--- config.mk ---
export PLATFORM = sky130hd
export DESIGN_NAME = iirl_cell
export DESIGN_NICKNAME = d
export VERILOG_FILES = /design/src/hw/rtl/iirl_pkg.sv /design/src/hw/rtl/iirl_cell.sv
export SDC_FILE = /design/constraint.sdc
export NUM_CORES = 1
export LEC_CHECK = 0
export BUFFER_PORTS_ARGS = -buffer_cell sky130_fd_sc_hd__buf_4
export CORE_UTILIZATION = 41
export DETAILED_ROUTE_END_ITERATION = 6
export GPL_ROUTABILITY_DRIVEN = 1
export PLACE_DENSITY = 0.77
export SYNTH_ARGS = -nofsm -noshare
export SYNTH_HDL_FRONTEND = slang
export SYNTH_SLANG_ARGS = --single-unit
--- constraint.sdc ---
create_clock -name clk -period 3.1 [get_ports clk]
set_input_delay 0.31 -clock clk [delete_from_list [all_inputs] [get_ports clk]]
set_output_delay 0.31 -clock clk [all_outputs]
set_load 0.01 [all_outputs]
--- src/hw/rtl/iirl_pkg.sv ---
// shared types and codes for the indexed insert/remove list
// no dependencies; used by iirl_cell and indexed_insert_remove_list
package iirl_pkg;

  localparam int unsigned IN_TDATA_W  = 48;
  localparam int unsigned OUT_TDATA_W = 48;
  localparam int unsigned OPCODE_W    = 3;
  localparam int unsigned POSITION_W  = 7;
  localparam int unsigned WORD_IN_W   = 32;
  localparam int unsigned WORD_OUT_W  = 32;
  localparam int unsigned STATUS_W    = 2;
  localparam int unsigned COUNT_W     = 7;

  typedef enum logic [OPCODE_W-1:0] {
    OP_APPEND  = 3'd0,
    OP_INSERT  = 3'd1,
    OP_REMOVE  = 3'd2,
    OP_GET     = 3'd3,
    OP_POP     = 3'd4,
    OP_REPLACE = 3'd5
  } opcode_t;

  typedef enum logic [STATUS_W-1:0] {
    ST_OK        = 2'd0,
    ST_BAD_INDEX = 2'd1,
    ST_FULL      = 2'd2,
    ST_EMPTY     = 2'd3
  } status_t;

  // what every cell does with the broadcast command
  typedef enum logic [2:0] {
    K_NONE,
    K_INSERT,
    K_REMOVE,
    K_READ,
    K_WRITE
  } cell_kind_t;

  typedef struct packed {
    logic       exec;
    cell_kind_t kind;
  } cell_cmd_t;

endpackage

--- src/hw/rtl/iirl_cell.sv ---
// one list cell: holds a single entry, shifts with its neighbors, offers a read tap
// depends on iirl_pkg
module iirl_cell
  import iirl_pkg::*;
#(
  parameter int unsigned IDX    = 0,
  parameter int unsigned CW     = 7,
  parameter int unsigned WORD_W = 32
) (
  input  logic              clk,
  input  cell_cmd_t         cmd,
  input  logic [CW-1:0]     pos,
  input  logic [CW-1:0]     cnt,
  input  logic [WORD_W-1:0] word_new,
  input  logic [WORD_W-1:0] left_word,
  input  logic [WORD_W-1:0] right_word,
  output logic [WORD_W-1:0] word,
  output logic [WORD_W-1:0] tap
);

  localparam logic [CW-1:0] MY_IDX  = CW'(IDX);
  localparam logic [CW-1:0] NXT_IDX = CW'(IDX + 1);

  logic [WORD_W-1:0] word_r, word_nxt;
  logic [WORD_W-1:0] tap_r;
  logic              hit;

  assign hit = (MY_IDX == pos);

  always_comb begin
    word_nxt = word_r;
    case (cmd.kind)
      K_INSERT: begin
        if (hit) begin
          word_nxt = word_new;
        end else if (MY_IDX > pos && MY_IDX <= cnt) begin
          word_nxt = left_word;
        end
      end
      K_REMOVE: begin
        if (MY_IDX >= pos && NXT_IDX < cnt) begin
          word_nxt = right_word;
        end
      end
      K_WRITE: begin
        if (hit) begin
          word_nxt = word_new;
        end
      end
      default: word_nxt = word_r;
    endcase
  end

  always_ff @(posedge clk) begin
    if (cmd.exec) begin
      word_r <= word_nxt;
      // old contents go to the tap before the shift lands
      tap_r  <= (hit && (cmd.kind == K_REMOVE || cmd.kind == K_READ)) ? word_r : '0;
    end
  end

  assign word = word_r;
  assign tap  = tap_r;

endmodule
==> summary.txt <==
Yosys
  – Avg Inst Size Synth: 12.0 sq um
  – Largest cells by area after synthesis: edfxtp_1 (58%), o2111ai_1 (8.4%), o221ai_1 (8.4%), a22oi_1 (7.2%), and2_1 (6.0%)
  – Total nets after synthesis: 392
  – Fraction of registers with async set/reset: 0%
  – Leading area contributor after synthesis: edfxtp_1
  – Synth top area share: 57.8%
  – Ys flop type: edfxtp_1
  – Post-synth top cells: edfxtp_1 (64), inv_1 (33)
  – Post-Synthesis Cells: 277
  – Mapped Area: 3320 sq um
  – Synth cell types: 20
  – Post-synth EDFFs: 64
  – Most frequent cell after synthesis: edfxtp_1
  – Warnings, synthesis: 0
  – Post-synthesis sequential element count: 64
  – Register area share after synthesis: 57.8%

Critical path
  – Crit path required time: 3150 ps
  – Reg-to-reg endpoint: tap[11]$_SDFFCE_PN0P_
  – CP Launch Type: primary input
  – RR Startpoint: word[11]$_DFFE_PP_
  – Critical path class: primary input to flip-flop
  – Worst setup EP type: flip-flop
  – R2R setup slack: 2260 ps
  – CP arrival: 1970 ps
  – Critical-path maximum fanout: 22
  – Reg2Reg Depth: 1

Power and ir drop
  – Pint: 0.00149 W
  – Switching power: 0.000471 W
  – Comb pwr share: 15.6%
  – P_leak: 2.08 nW
  – Clk pwr share: 34.9%
  – Switching Share: 24.0%
  – Power per cell area: 396 nW/um^2
  – Sequential share of power: 49.5%
  – VDD IR-drop max: 0.254 mV

Finish
  – Area grow syn2layout: 49.2%
  – Antenna Cells: 0
  – Final Non-Filler Cells: 552
  – FILL cells: 626
  – Share of post-route cells with drive strength above 1: 46.4%
  – Final #Nets: 560

Clock network
  – Skew-Pair Late Insertion Delay: 340 ps
  – Root Buffer: clkbuf_8
  – Clock transition at path regs: 70 ps
  – Max clock buf depth: 2
  – Post-CTS setup buffer count: 0
  – TritonCTS clock tree: yes
  – TritonCTS Buffers: 9
  – Post-CTS Hold Fix Bufs: 0
  – # clock sinks: 64
  – Post-CTS sizing: 0
  – CTS H-tree depth: 3

Die
  – # rows: 32
  – Die Area: 8470 sq um
  – Die Ht: 92.0 um
  – Core footprint: 7770 sq um
  – IO Pins: 179
  – Horiz. Die Dim: 92.0 um
  – Initial core utilization: 42.8%

GRT
  – Initial antenna violation count: 0
  – Largest net degree at the start of global routing: 69
  – Total global-route track usage: 23.6%
  – Vias in the first global route: 2886
  – First-pass GRT wire length: 15000 um
  – Grt ovf: 0

STA
  – Final WS setup: 1180 ps
  – Setup violators final: 0
  – Post-route setup TNS: 0 ps
  – Skew final: 5.63 ps
  – Unrepaired setup endpoints after global routing: no
  – Relative slew slack: 43.3%
  – Final Slew Violations: 0
  – Achievable Freq: 521 MHz
  – Slew @ Worst Pin: 845 ps
  – Hold WS: 325 ps
  – Final Cycle Share: 61.9%
  – Final Hold Violating Endpoints: 0
  – Min cycle time layout: 1920 ps

Routing
  – Iter 0 DRT Violations: 207
  – Via count: 3129
  – WL final: 10200 um
  – DRC: 0
  – Pre-Repair DR Iteration Count: 4
  – Vias/cell: 5.67
  – DR WL/cell: 18.5 um
  – Post-route antenna net violation count: 0

Place
  – RePlAce Congestion: 0.852
  – Port buffer count: 177
  – DP HPWL: 7280 um
  – Dpl cells: 536
  – Setup WS pre-CTS: 817 ps

Min path
  – Worst min-delay path endpoint: word[11]$_DFFE_PP_
  – Hold Path Cell Cnt: 3
  – Hold Startpoint: left_word[11]
  – Worst hold path class: primary input to flip-flop

Run
  – Max_cap viols: 0

Run status
  – Status: finished, final reports clean
==> layout by cell type, fill, tap and decap left out, drive strengths merged <==
cell        n
inv        33
a22oi      32
bufinv      1
o21ai       1
buf       187
nor4        2
nand4       1
nor2        2
o2111ai    32
a21oi       2
o221ai     32
clkinv      3
xnor2       1
a211o       1
nor2b       9
edfxtp     64
and2       32
nor3        1
and3        1
clkinvlp    2
clkbuf     10
o2bb2ai     1
==> critical path, cell delays in order <==
cell	delay, ps
buf_4	120
nor4_4	270
buf_4	320
o2bb2ai_2	440
buf_4	350
o221ai_1	150
==> routing by layer <==
metal / vias up / part of all wire, % / GRT usage [%]
met4: 0 / 3.5 / 11.6
met3: 30 / 5.4 / 4.39
met5: - / 0 / 0
met1: 1495 / 40 / 30.1
li1: 1455 / - / -
met2: 149 / 51 / 38.4
==> worst max path at each step <==
stage	start	to	slack, ps	cells after the start
2_1_floorplan	pos[0]	word[0]$_DFFE_PP_	630	4
3_3_place_gp	pos[5]	word[31]$_DFFE_PP_	870	6
3_5_place_dp	pos[5]	word[5]$_DFFE_PP_	820	6
4_1_cts	pos[5]	word[0]$_DFFE_PP_	1180	6
5_1_grt	pos[0]	word[0]$_DFFE_PP_	1100	5
6_report	pos[5]	word[0]$_DFFE_PP_	1180	6
==> metrics by stage <==
stage          total power (W)  util [%]  area (sq um)
3_3_place_gp           0.00129      61.4          4770
2_1_floorplan          0.00111         -          3330
6_report               0.00196      63.8          4960
4_1_cts                0.00197      63.8          4960
5_1_grt                0.00202      63.8          4960
3_5_place_dp           0.00129      61.4          4770
==> power by group through the flow <==
stage	logic (W)	registers (W)	clock network [W]
after floorplan	0.000115	0.000998	0
after global placement	0.000297	0.000990	0
after detailed placement	0.000303	0.000991	0
after CTS	0.000304	0.000972	0.000694
after global routing	0.000330	0.000973	0.000721
final	0.000307	0.000972	0.000685
==> cell families after synthesis <==
| group | count (synthesis) | share of synthesized area (%) |
|---|---|---|
| DFF | 64 | 57.8 |
| and+or+nand+nor | 48 | 9.45 |
| AOI/OAI and AO/OA | 101 | 25.1 |
| xor gates and xnor gates | 1 | 0.264 |
| buffers and inverters | 63 | 7.38 |
==> area by class of cell <==
class	instances	area (sq um)	area share [%]
sequential	64	1920	38.8
multi-input combinational	150	1190	24.1
tap	102	128	2.57
clock inverter	6	60.1	1.21
timing repair buffer	187	1400	28.3
inverter	33	124	2.50
clock buffer	10	128	2.57
==> flip-flops by register name (all words and copies together), names as in the netlist <==
signal / flops
word: 32
tap: 32
(Power assumes the default switching activity.)
